===== src/hw/rtl/dq_pkg.sv =====
// shared types and constants for the double-ended queue
package dq_pkg;

    localparam int DATA_W   = 32;
    localparam int FILL_W   = 5;
    localparam int DQ_DEPTH = 16;

    localparam logic [DATA_W-1:0] EMPTY_DATA = '1;

    typedef enum logic [2:0] {
        CMD_PUSH_FRONT = 3'd0,
        CMD_PUSH_REAR  = 3'd1,
        CMD_POP_FRONT  = 3'd2,
        CMD_POP_REAR   = 3'd3,
        CMD_PEEK_FRONT = 3'd4,
        CMD_PEEK_REAR  = 3'd5
    } t_cmd;

    typedef enum logic [1:0] {
        ST_OK        = 2'd0,
        ST_UNDERFLOW = 2'd1,
        ST_OVERFLOW  = 2'd2
    } t_status;

    // outcome of one command as seen by the sequencer
    typedef struct packed {
        logic    rd;
        t_status status;
    } t_op;

endpackage


===== src/hw/rtl/dq_ram.sv =====
// generic single-clock ram with one write port and one registered read port
module dq_ram #(
    parameter int WIDTH  = 32,
    parameter int DEPTH  = 16,
    localparam int ADDR_W = $clog2(DEPTH)
) (
    input  logic              i_clk,
    input  logic              i_we,
    input  logic [ADDR_W-1:0] i_waddr,
    input  logic [WIDTH-1:0]  i_wdata,
    input  logic              i_re,
    input  logic [ADDR_W-1:0] i_raddr,
    output logic [WIDTH-1:0]  o_rdata
);

    logic [WIDTH-1:0] r_mem [DEPTH];

    always_ff @(posedge i_clk) begin
        if (i_we) begin
            r_mem[i_waddr] <= i_wdata;
        end
        if (i_re) begin
            o_rdata <= r_mem[i_raddr];
        end
    end

endmodule


===== src/hw/rtl/dq_ring.sv =====
// head and count tracking of the ring buffer, with ram address generation
module dq_ring
    import dq_pkg::*;
#(
    parameter int DEPTH  = DQ_DEPTH,
    localparam int ADDR_W = $clog2(DEPTH),
    localparam int CNT_W  = $clog2(DEPTH + 1)
) (
    input  logic              i_clk,
    input  logic              i_rst_n,
    input  logic              i_go,
    input  logic [2:0]        i_cmd,
    output logic              o_we,
    output logic [ADDR_W-1:0] o_waddr,
    output logic              o_re,
    output logic [ADDR_W-1:0] o_raddr,
    output t_op               o_op,
    output logic [FILL_W-1:0] o_fill
);

    localparam logic [ADDR_W:0]   DEPTH_X  = (ADDR_W + 1)'(DEPTH);
    localparam logic [ADDR_W-1:0] LAST_IDX = ADDR_W'(DEPTH - 1);
    localparam logic [CNT_W-1:0]  FULL_CNT = CNT_W'(DEPTH);

    logic [ADDR_W-1:0] r_head;
    logic [CNT_W-1:0]  r_count;
    logic [ADDR_W-1:0] n_head;
    logic [CNT_W-1:0]  n_count;

    logic              full;
    logic              empty;
    logic [ADDR_W-1:0] head_dec;
    logic [ADDR_W-1:0] head_inc;
    logic [ADDR_W:0]   tail_sum;
    logic [ADDR_W:0]   last_sum;
    logic [ADDR_W-1:0] tail_idx;
    logic [ADDR_W-1:0] last_idx;
    logic              we;

    assign full     = (r_count == FULL_CNT);
    assign empty    = (r_count == '0);
    assign head_dec = (r_head == '0) ? LAST_IDX : r_head - ADDR_W'(1);
    assign head_inc = (r_head == LAST_IDX) ? '0 : r_head + ADDR_W'(1);

    // slot after the last element and slot of the last element, wrapped once
    assign tail_sum = {1'b0, r_head} + (ADDR_W + 1)'(r_count);
    assign last_sum = {1'b0, r_head} + (ADDR_W + 1)'(r_count - CNT_W'(1));
    assign tail_idx = (tail_sum >= DEPTH_X) ? ADDR_W'(tail_sum - DEPTH_X) : ADDR_W'(tail_sum);
    assign last_idx = (last_sum >= DEPTH_X) ? ADDR_W'(last_sum - DEPTH_X) : ADDR_W'(last_sum);

    always_comb begin
        we          = 1'b0;
        o_op.rd     = 1'b0;
        o_op.status = ST_OK;
        o_waddr     = r_head;
        o_raddr     = r_head;
        n_head      = r_head;
        n_count     = r_count;
        unique case (t_cmd'(i_cmd))
            CMD_PUSH_FRONT: begin
                if (full) begin
                    o_op.status = ST_OVERFLOW;
                end else begin
                    we      = 1'b1;
                    o_waddr = head_dec;
                    n_head  = head_dec;
                    n_count = r_count + CNT_W'(1);
                end
            end
            CMD_PUSH_REAR: begin
                if (full) begin
                    o_op.status = ST_OVERFLOW;
                end else begin
                    we      = 1'b1;
                    o_waddr = tail_idx;
                    n_count = r_count + CNT_W'(1);
                end
            end
            CMD_POP_FRONT, CMD_PEEK_FRONT: begin
                if (empty) begin
                    o_op.status = ST_UNDERFLOW;
                end else begin
                    o_op.rd = 1'b1;
                    o_raddr = r_head;
                    if (t_cmd'(i_cmd) == CMD_POP_FRONT) begin
                        n_head  = head_inc;
                        n_count = r_count - CNT_W'(1);
                    end
                end
            end
            CMD_POP_REAR, CMD_PEEK_REAR: begin
                if (empty) begin
                    o_op.status = ST_UNDERFLOW;
                end else begin
                    o_op.rd = 1'b1;
                    o_raddr = last_idx;
                    if (t_cmd'(i_cmd) == CMD_POP_REAR) begin
                        n_count = r_count - CNT_W'(1);
                    end
                end
            end
            default: begin
            end
        endcase
    end

    assign o_we   = i_go && we;
    assign o_re   = i_go && o_op.rd;
    assign o_fill = FILL_W'(n_count);

    always_ff @(posedge i_clk) begin
        if (!i_rst_n) begin
            r_head  <= '0;
            r_count <= '0;
        end else if (i_go) begin
            r_head  <= n_head;
            r_count <= n_count;
        end
    end

    a_count_range: assert property (@(posedge i_clk) disable iff (!i_rst_n)
        r_count <= FULL_CNT)
        else $error("element count beyond depth");

    a_head_range: assert property (@(posedge i_clk) disable iff (!i_rst_n)
        r_head <= LAST_IDX)
        else $error("head index beyond depth");

    a_pop_front: assert property (@(posedge i_clk) disable iff (!i_rst_n)
        i_go && t_cmd'(i_cmd) == CMD_POP_FRONT && !empty
        |=> r_count == $past(r_count) - CNT_W'(1) && r_head == $past(head_inc))
        else $error("pop front did not advance head and count");

endmodule


===== src/hw/rtl/double_ended_queue.sv =====
// bounded double-ended queue of signed 32-bit values on a ring-buffer ram
//
// input channel: i_valid / o_ready carry one command (i_cmd) and, for pushes,
// the element (i_value). output channel: o_valid / i_ready return one result
// per command: o_data, o_status and o_fill_count (elements held afterwards).
// a transfer happens on a rising edge with valid and ready both high.
//
// pushes, rejected commands and unknown commands give their result in the
// output register in the cycle after the input transfer; pops and peeks on a
// non-empty queue read the registered ram port, then pass the read state,
// and their result is registered after it. pushes sustain one command per
// cycle while results are taken; a read holds off new commands meanwhile.
//
// reset (i_rst_n low on a clock edge) empties the queue and drops any pending
// result; ram contents stay as they were and are never read before a push.
// while a result waits on a stalled receiver, no new command is taken, except
// in the cycle in which the waiting result is transferred.
module double_ended_queue
    import dq_pkg::*;
#(
    parameter int DEPTH = DQ_DEPTH
) (
    input  logic                     i_clk,
    input  logic                     i_rst_n,
    input  logic                     i_valid,
    output logic                     o_ready,
    input  logic [2:0]               i_cmd,
    input  logic signed [DATA_W-1:0] i_value,
    output logic                     o_valid,
    input  logic                     i_ready,
    output logic signed [DATA_W-1:0] o_data,
    output logic [1:0]               o_status,
    output logic [FILL_W-1:0]        o_fill_count
);

    localparam int ADDR_W = $clog2(DEPTH);

    typedef enum logic {
        S_IDLE,
        S_READ
    } t_state;

    t_state                   r_state;
    logic                     r_out_valid;
    logic [DATA_W-1:0]        r_data;
    t_status                  r_status;
    logic [FILL_W-1:0]        r_fill;

    logic                     in_xfer;
    logic                     ram_we;
    logic                     ram_re;
    logic [ADDR_W-1:0]        ram_waddr;
    logic [ADDR_W-1:0]        ram_raddr;
    logic [DATA_W-1:0]        ram_rdata;
    t_op                      op;
    logic [FILL_W-1:0]        fill;

    assign o_ready = (r_state == S_IDLE) && (!r_out_valid || i_ready);
    assign in_xfer = i_valid && o_ready;

    dq_ring #(
        .DEPTH (DEPTH)
    ) u_ring (
        .i_clk   (i_clk),
        .i_rst_n (i_rst_n),
        .i_go    (in_xfer),
        .i_cmd   (i_cmd),
        .o_we    (ram_we),
        .o_waddr (ram_waddr),
        .o_re    (ram_re),
        .o_raddr (ram_raddr),
        .o_op    (op),
        .o_fill  (fill)
    );

    dq_ram #(
        .WIDTH (DATA_W),
        .DEPTH (DEPTH)
    ) u_ram (
        .i_clk   (i_clk),
        .i_we    (ram_we),
        .i_waddr (ram_waddr),
        .i_wdata (i_value),
        .i_re    (ram_re),
        .i_raddr (ram_raddr),
        .o_rdata (ram_rdata)
    );

    always_ff @(posedge i_clk) begin
        if (!i_rst_n) begin
            r_state     <= S_IDLE;
            r_out_valid <= 1'b0;
        end else begin
            unique case (r_state)
                S_IDLE: begin
                    if (in_xfer) begin
                        r_status <= op.status;
                        r_fill   <= fill;
                        if (op.rd) begin
                            // result waits for the ram read
                            r_state     <= S_READ;
                            r_out_valid <= 1'b0;
                        end else begin
                            r_out_valid <= 1'b1;
                            r_data      <= (op.status == ST_UNDERFLOW) ? EMPTY_DATA : '0;
                        end
                    end else if (r_out_valid && i_ready) begin
                        r_out_valid <= 1'b0;
                    end
                end
                S_READ: begin
                    r_state     <= S_IDLE;
                    r_out_valid <= 1'b1;
                    r_data      <= ram_rdata;
                end
                default: begin
                    r_state <= S_IDLE;
                end
            endcase
        end
    end

    assign o_valid      = r_out_valid;
    assign o_data       = r_data;
    assign o_status     = r_status;
    assign o_fill_count = r_fill;

    a_read_slot_free: assert property (@(posedge i_clk) disable iff (!i_rst_n)
        r_state == S_READ |-> !r_out_valid)
        else $error("output register busy while a ram read is in flight");

    a_read_follows: assert property (@(posedge i_clk) disable iff (!i_rst_n)
        in_xfer && op.rd |=> r_state == S_READ)
        else $error("ram read transfer did not enter the read state");

    a_read_result: assert property (@(posedge i_clk) disable iff (!i_rst_n)
        r_state == S_READ |=> o_valid && o_status == ST_OK)
        else $error("ram read did not produce a result");

    a_empty_data: assert property (@(posedge i_clk) disable iff (!i_rst_n)
        o_valid && o_status == ST_UNDERFLOW |-> o_data == EMPTY_DATA)
        else $error("underflow result without the empty marker");

endmodule

===== config.mk =====
export PLATFORM = sky130hd
export DESIGN_NAME = double_ended_queue
export DESIGN_NICKNAME = d
export VERILOG_FILES = /design/src/hw/rtl/dq_pkg.sv /design/src/hw/rtl/dq_ram.sv /design/src/hw/rtl/dq_ring.sv /design/src/hw/rtl/double_ended_queue.sv
export SDC_FILE = /design/constraint.sdc
export NUM_CORES = 1
export LEC_CHECK = 0
export BUFFER_PORTS_ARGS = -buffer_cell sky130_fd_sc_hd__buf_4
export CELL_PAD_IN_SITES_DETAIL_PLACEMENT = 0
export CELL_PAD_IN_SITES_GLOBAL_PLACEMENT = 1
export CORE_ASPECT_RATIO = 0.6
export CORE_MARGIN = 2
export CORE_UTILIZATION = 45
export DETAILED_ROUTE_END_ITERATION = 10
export HOLD_SLACK_MARGIN = 0.03
export PLACE_DENSITY_LB_ADDON = 0.25
export SYNTH_ARGS = -nofsm -noshare
export SYNTH_HDL_FRONTEND = slang
export SYNTH_SLANG_ARGS = --single-unit

===== constraint.sdc =====
create_clock -name i_clk -period 8.53 [get_ports i_clk]
set_clock_uncertainty 0.2 [all_clocks]
set_input_delay 0.853 -clock i_clk [delete_from_list [all_inputs] [get_ports i_clk]]
set_output_delay 0.853 -clock i_clk [all_outputs]
set_load 0.1 [all_outputs]

**Word level (Yosys, flattened, before mapping)**

Memory sizes are Yosys's and may differ from the RTL's. A register that Yosys moved wholly into a read port is not among the register bits.
Cells that the tools add are included.

- Bits in registers: 50
- Bits in writable memories: 512
- Input port bits: 39
- Output and inout port bits: 41
- Word-level logic and storage cells: 88
- Memories: 1

- Add/subtract/negate cells: 8
- Magnitude comparators: 2
- Equality and inequality tests: 13
- Muxes and demuxes: 38
- Bitwise gates (word level): 1
- Reduce and logical (&&, ||, !) cells: 18

Memory list:

| memory | words | width | read ports | clocked after Yosys merged registers in | write ports | line | source |
|---|---|---|---|---|---|---|---|
| u_ram.r_mem | 16 | 32 | 1 | 1 | 1 | dq_ram.sv:16 | `logic [WIDTH-1:0] r_mem [DEPTH];` |

Operators with widths:

| kind | number |
|---|---|
| 32-bit 2-to-1 mux | 3 |
| 32-bit case mux with 2 select lines | 1 |
| 4-bit 2-to-1 mux | 10 |
| 5-bit 2-to-1 mux | 5 |
| 4-bit case mux with 2 select lines | 2 |
| 5-bit case mux with 3 select lines | 1 |
| 1-bit 2-to-1 mux | 12 |
| 4-bit by 1-bit subtractor with 4-bit output, second input constant | 3 |
| 4-bit by 5-bit adder with 5-bit output | 2 |
| 5-bit greater-or-equal comparator, second input constant | 2 |
| 3-bit by 2-bit equality test with 1-bit output, second input constant | 2 |
| 3-bit equality test, second input constant | 2 |
| 3-bit AND reduction | 2 |
| 2-bit OR reduction | 3 |
| 5-bit by 1-bit adder with 5-bit output, second input constant | 1 |
| 5-bit equality test, second input constant | 1 |
| 1-bit logical AND | 5 |
| 5-bit logical NOT | 1 |
| 5-bit by 1-bit subtractor with 5-bit output, second input constant | 1 |
| 4-bit by 1-bit adder with 4-bit output, second input constant | 1 |
| 4-bit equality test, second input constant | 1 |
| 4-bit logical NOT | 1 |
| 2-bit by 1-bit inequality test with 1-bit output, second input constant | 2 |
| 2-bit inequality test, second input constant | 2 |
| 13 further kinds | 14 |

**Depth between registers and ports, before layout**

- Depth in word-level cells: 8
- Depth in mapped cells: 13
- Gate-level depth less buffers: 10

**Modules after synthesis**

From an unflattened synthesis, not the netlist that was laid out.

- Cell total of the unflattened synthesis: 1126
- Area total of the unflattened synthesis: 23224.8 um^2

By module, submodules not included:

| module | instances | cells an instance | area an instance (um^2) | seq. area each (um^2) |
|---|---|---|---|---|
| dq_ram | 1 | 838 | 20155.6 | 16335.7 |
| double_ended_queue | 1 | 90 | 1581.5 | 1211.2 |
| dq_ring | 1 | 198 | 1487.7 | 180.2 |

**Worst setup path after synthesis**

No wires, ideal clock.

- Kind: input -> register
- Start point: in i_cmd[1]
- End point: mem u_ram.r_mem[10][0], enable pin
- Setup time: 470 ps
- Arrival time: 4622 ps
- Data required time: 7860 ps
- Slack: 3238 ps
- Stages on the path: 9
- Path buffers: 3
- Path through: buf_4 -> or2_2 -> clkbuf_1 -> nor2_1 -> clkbuf_1 -> nor2_1 -> a21oi_1 -> nand4_1 -> a211oi_1

- Word-level cells in the longest chain between the ends: 6
- Elaborated cells on any way between the ends: 8
- Classes of those cells: eq/ne: 1; mux: 4; reduce/logical: 3

RTL lines:

| what | line | source |
|---|---|---|
| from (decl) | double_ended_queue.sv:27 | `input logic [2:0] i_cmd,` |
| 3-bit by 1-bit equality test with 1-bit output / 3-bit logical NOT (equally long branches) | dq_ring.sv:59 | `unique case (t_cmd'(i_cmd))` |
| 2-bit OR reduction (no source line) | n/a |  |
| 1-bit 2-to-1 mux | n/a |  |
| 1-bit logical AND | dq_ring.sv:107 | `assign o_we = i_go && we;` |
| 1-bit 2-to-1 mux | dq_ram.sv:19 | `if (i_we) begin` |
| 1-bit 2-to-1 mux (implied by the code) | dq_ram.sv:20 | `r_mem[i_waddr] <= i_wdata;` |
| to (decl) | dq_ram.sv:16 |  |

Several ways; a longest one is shown, not always the timed one.

**Final worst setup path**

- Start point: reg u_ring.r_head[1]
- End point: reg u_ram.o_rdata[11], read port of u_ram.r_mem (data pin)

- Word-level cells in the longest chain between the ends: 5
- Elaborated cells on any way between the ends: 6
- Classes of those cells: add/sub: 2; order compare: 1; mux: 3

RTL lines:

| what | line | source |
|---|---|---|
| from (decl) | dq_ring.sv:25 | `logic [ADDR_W-1:0] r_head;` |
| from (signal assigned) | dq_ring.sv:116 | `r_head <= n_head;` |
| 4-bit by 5-bit adder with 5-bit output | dq_ring.sv:47 | `assign last_sum = {1'b0, r_head} + (ADDR_W + 1)'(r_count - CNT_W'(1));` |
| 4-bit by 1-bit subtractor with 4-bit output / 5-bit greater-or-equal comparator (equally long branches) | dq_ring.sv:49 | `assign last_idx = (last_sum >= DEPTH_X) ? ADDR_W'(last_sum - DEPTH_X) : ADDR_W'(last_sum);` |
| 4-bit 2-to-1 mux | dq_ring.sv:49 |  |
| 4-bit 2-to-1 mux | dq_ring.sv:92 | `if (empty) begin` |
| 4-bit 2-to-1 mux * | n/a |  |
| to (decl) | dq_ram.sv:13 | `output logic [WIDTH-1:0] o_rdata` |

Every way passes the cells marked *; elsewhere a longest branch is shown, timed or not.
A chain may end at the register's enable or synchronous reset.

==> results.json <==
{
  "nets": 1850,
  "fill_cells": 4737,
  "swShare": 0.277,
  "path_cells": "inv_1 > fa_1 > and2_1 > nand3_4 > buf_12 > a311oi_1 > a32oi_1 > nand3_1 > nand4_1",
  "whs_endpoint": "o_data[30]",
  "rsz0062_at_grt": "no",
  "fin_crit_sh": 0.535,
  "end_kind": "flop",
  "yosysMostFrequentCell": "edfxtp_1",
  "postSynthNetCount": 1865,
  "core_area_sq_um": 55700,
  "yosys-top-cells-count": "583 x edfxtp_1, 256 x nand3_1, 241 x o21ai_0",
  "initial_core_util": 0.454,
  "p_per_area_nw_per_um2": 246,
  "cts_buffers": 55,
  "cts.sinks": 594,
  "netSwitchingPower_w": 0.00193,
  "cpPeakStageDelay_ns": 0.72,
  "ys.flop_type": "edfxtp_1",
  "cts_buffer_depth": 3,
  "drc_errors": 0,
  "grt_first_pass_wirelength_microns": 105000,
  "status": "finished, violations left",
  "seq_area_frac_synth": 0.701,
  "fin_util": 0.508,
  "antenna_found_initial": 0,
  "yosysUniqueCellTypes": 62,
  "r2r_start": "u_ring.r_head[1]",
  "layout_min_cycle_time_ns": 4.56,
  "synth_edf_count": 583,
  "synthXorXnorAreaFrac": 0.00584,
  "root_buffer": "clkbuf_16",
  "viasPerCell": 6.47,
  "violations": "max-slew violations",
  "vdd_drop_max_mv": 0.173,
  "hp-class": "flop to flop",
  "arrival_ns": 4.71,
  "port_buffers": 79,
  "rows": 67,
  "worstPathMaxFanout": 214,
  "drv_cap": 0,
  "synth_compound_area_frac": 0.169,
  "finalWirelength_microns": 70100,
  "hold_path_startpoint": "u_ram.o_rdata[30]",
  "netlist_area_sq_um": 25300,
  "dieWidth_microns": 310,
  "cts_max_level": 2,
  "clock.fmax_mhz": 219,
  "netlist_instances": 1814,
  "ant_nets": 0,
  "wl_per_cell_microns": 26.9,
  "pwr-share-seq": 0.479,
  "drt_iter0_markers": 2520,
  "p_int_w": 0.00502,
  "post_cts_resized": 0,
  "synthArstFlopShare": 0,
  "rrSetupSlack_ns": 3.97,
  "tritoncts": "built",
  "post_cts_buffers": 0,
  "dr_total_vias": 16800,
  "p_leak_nw": 8.76,
  "reg2reg_to": "u_ram.o_rdata[11]",
  "die-area_sq_um": 58200,
  "grt_overflow": 0,
  "grt_max_degree": 253,
  "synth-seq-cells": 594,
  "hold_path_depth": 1,
  "synth-simple-area-share": 0.0757,
  "synth_top_family_by_area": "compound AO/OA/AOI/OAI gates",
  "power.share.clock": 0.359,
  "die_h_microns": 188,
  "gp_congestion": 0.814,
  "rr_worst_depth": 9,
  "grt_pass1_vias": 15900,
  "synth.largest_area_cell": "edfxtp_1",
  "yosysTopAreaCellShare": 0.692,
  "ios": 80,
  "postCtsHoldBufs": 0,
  "hpwl_microns": 33500,
  "start_kind": "flop",
  "crit_type": "flop to flop",
  "clkTransAtPathRegs_ns": 0.07,
  "synthMuxAreaShare": 0.00203,
  "slew_viol_final": 16,
  "synthAdderAreaFrac": 0.00653,
  "area_delta_synth_final_pct": 11.9,
  "insertion_delay_ns": 0.60,
  "place_inst": 2501,
  "max-slew-margin-rel": -0.00561,
  "n_antenna_cell": 0,
  "setup_viol_count_final": 0,
  "drive_above_1_share": 0.135,
  "required_ns": 8.68,
  "crit_slowest_cell": "dfxtp_1",
  "grt_usage": 0.237,
  "ys.warnings.count": 0,
  "tns_ns": 0,
  "first_pass_iters": 5,
  "tightestPinTransition_ns": 1.51,
  "synthTopCellsByArea": "edfxtp_1 69%, nand3_1 5.1%, o21ai_0 4.8%",
  "syn_area_per_cell_sq_um": 13.9,
  "final_cells": 2601,
  "hold_violations": 0,
  "combPwrFrac": 0.162
}
power groups by stage:
stage	Clock (W)	Combinational, W	Sequential [W]
after global routing	0.00266	0.00122	0.00333
after CTS	0.00254	0.00112	0.00333
after floorplan	0	0.000675	0.00351
after global placement	0	0.00111	0.00339
after detailed placement	0	0.00112	0.00339
final	0.00250	0.00113	0.00333
cell usage in the layout, fill, tap and decap left out, drive strengths merged, types with 11 or more instances in the layout:
master    n
a21o     36
nand4    35
a21oi    17
nor3     14
nor2     18
clkinv   21
nand2    24
inv      14
clkbuf   69
a32oi   130
buf     125
a311oi  129
nand3   259
dfxtp    11
edfxtp  583
o21ai   266
layout make-up:
class / count / area (sq um) / share of cell area
flip-flops and latches: 594 / 17700 / 0.627
repair buffers: 125 / 988 / 0.0349
multi-input cells: 1011 / 6780 / 0.240
clock buffers: 69 / 1450 / 0.0513
inverters: 12 / 45.0 / 0.00159
clock inverters: 31 / 344 / 0.0122
well taps: 759 / 950 / 0.0336
flip-flops by register name (all words and copies together), names as in the netlist:
register        count
o_data             32
o_fill_count        5
o_status            2
o_valid             1
r_state             1
u_ram.o_rdata      32
u_ram.r_mem       512
u_ring.r_count      5
u_ring.r_head       4
critical path, delay by kind of cell, from the launching register on:
family,cells,cell delay (ns)
adder cells (fa/ha/maj),1,0.58
AO/OA/AOI/OAI,2,0.77
buffers and inverters,2,0.63
flip-flops,1,0.72
AND/OR/NAND/NOR,4,0.87
how the worst max path moves through the flow:
| stage | startpoint | endpoint | slack, ns | cells after the start |
|---|---|---|---|---|
| after floorplan | i_cmd[1] | u_ram.r_mem[10][0] | 3.24 | 9 |
| after global placement | i_cmd[1] | u_ram.r_mem[3][14] | 4.09 | 8 |
| after detailed placement | i_cmd[1] | u_ram.r_mem[1][14] | 3.95 | 8 |
| after CTS | u_ring.r_count[0] | u_ram.r_mem[1][21] | 4.10 | 8 |
| after global routing | u_ring.r_count[1] | u_ram.r_mem[1][21] | 3.71 | 9 |
| final | u_ring.r_head[1] | u_ram.o_rdata[11] | 3.97 | 9 |
logic make-up after synthesis:
kind of cell / count (synthesis)
AO/OA/AOI/OAI: 613
flip-flops: 594
AND/OR/NAND/NOR: 368
buffers and inverters: 209
XOR/XNOR: 13
adder cells (fa/ha/maj): 12
multiplexers: 5
metrics by stage:
step	hold WS, ns	instance area (sq um)	setup slack (ns)	total power, W
4_1_cts	0.304	28300	4.10	0.00699
5_1_grt	0.318	28300	3.71	0.00721
6_report	0.325	28300	3.97	0.00695
3_5_place_dp	0.307	26500	3.95	0.00451
2_1_floorplan	0.295	25300	3.24	0.00418
3_3_place_gp	0.300	26500	4.09	0.00450
per-layer routing:
layer  GRT usage  part of all wire  vias to the layer above
li1            -                 -                     7401
met2       0.330              0.43                      814
met5           0                 0                        -
met4      0.0561             0.021                        0
met1       0.380              0.47                     8537
met3      0.0435             0.085                       84
Note: power is estimated with default switching activity, not from simulation.
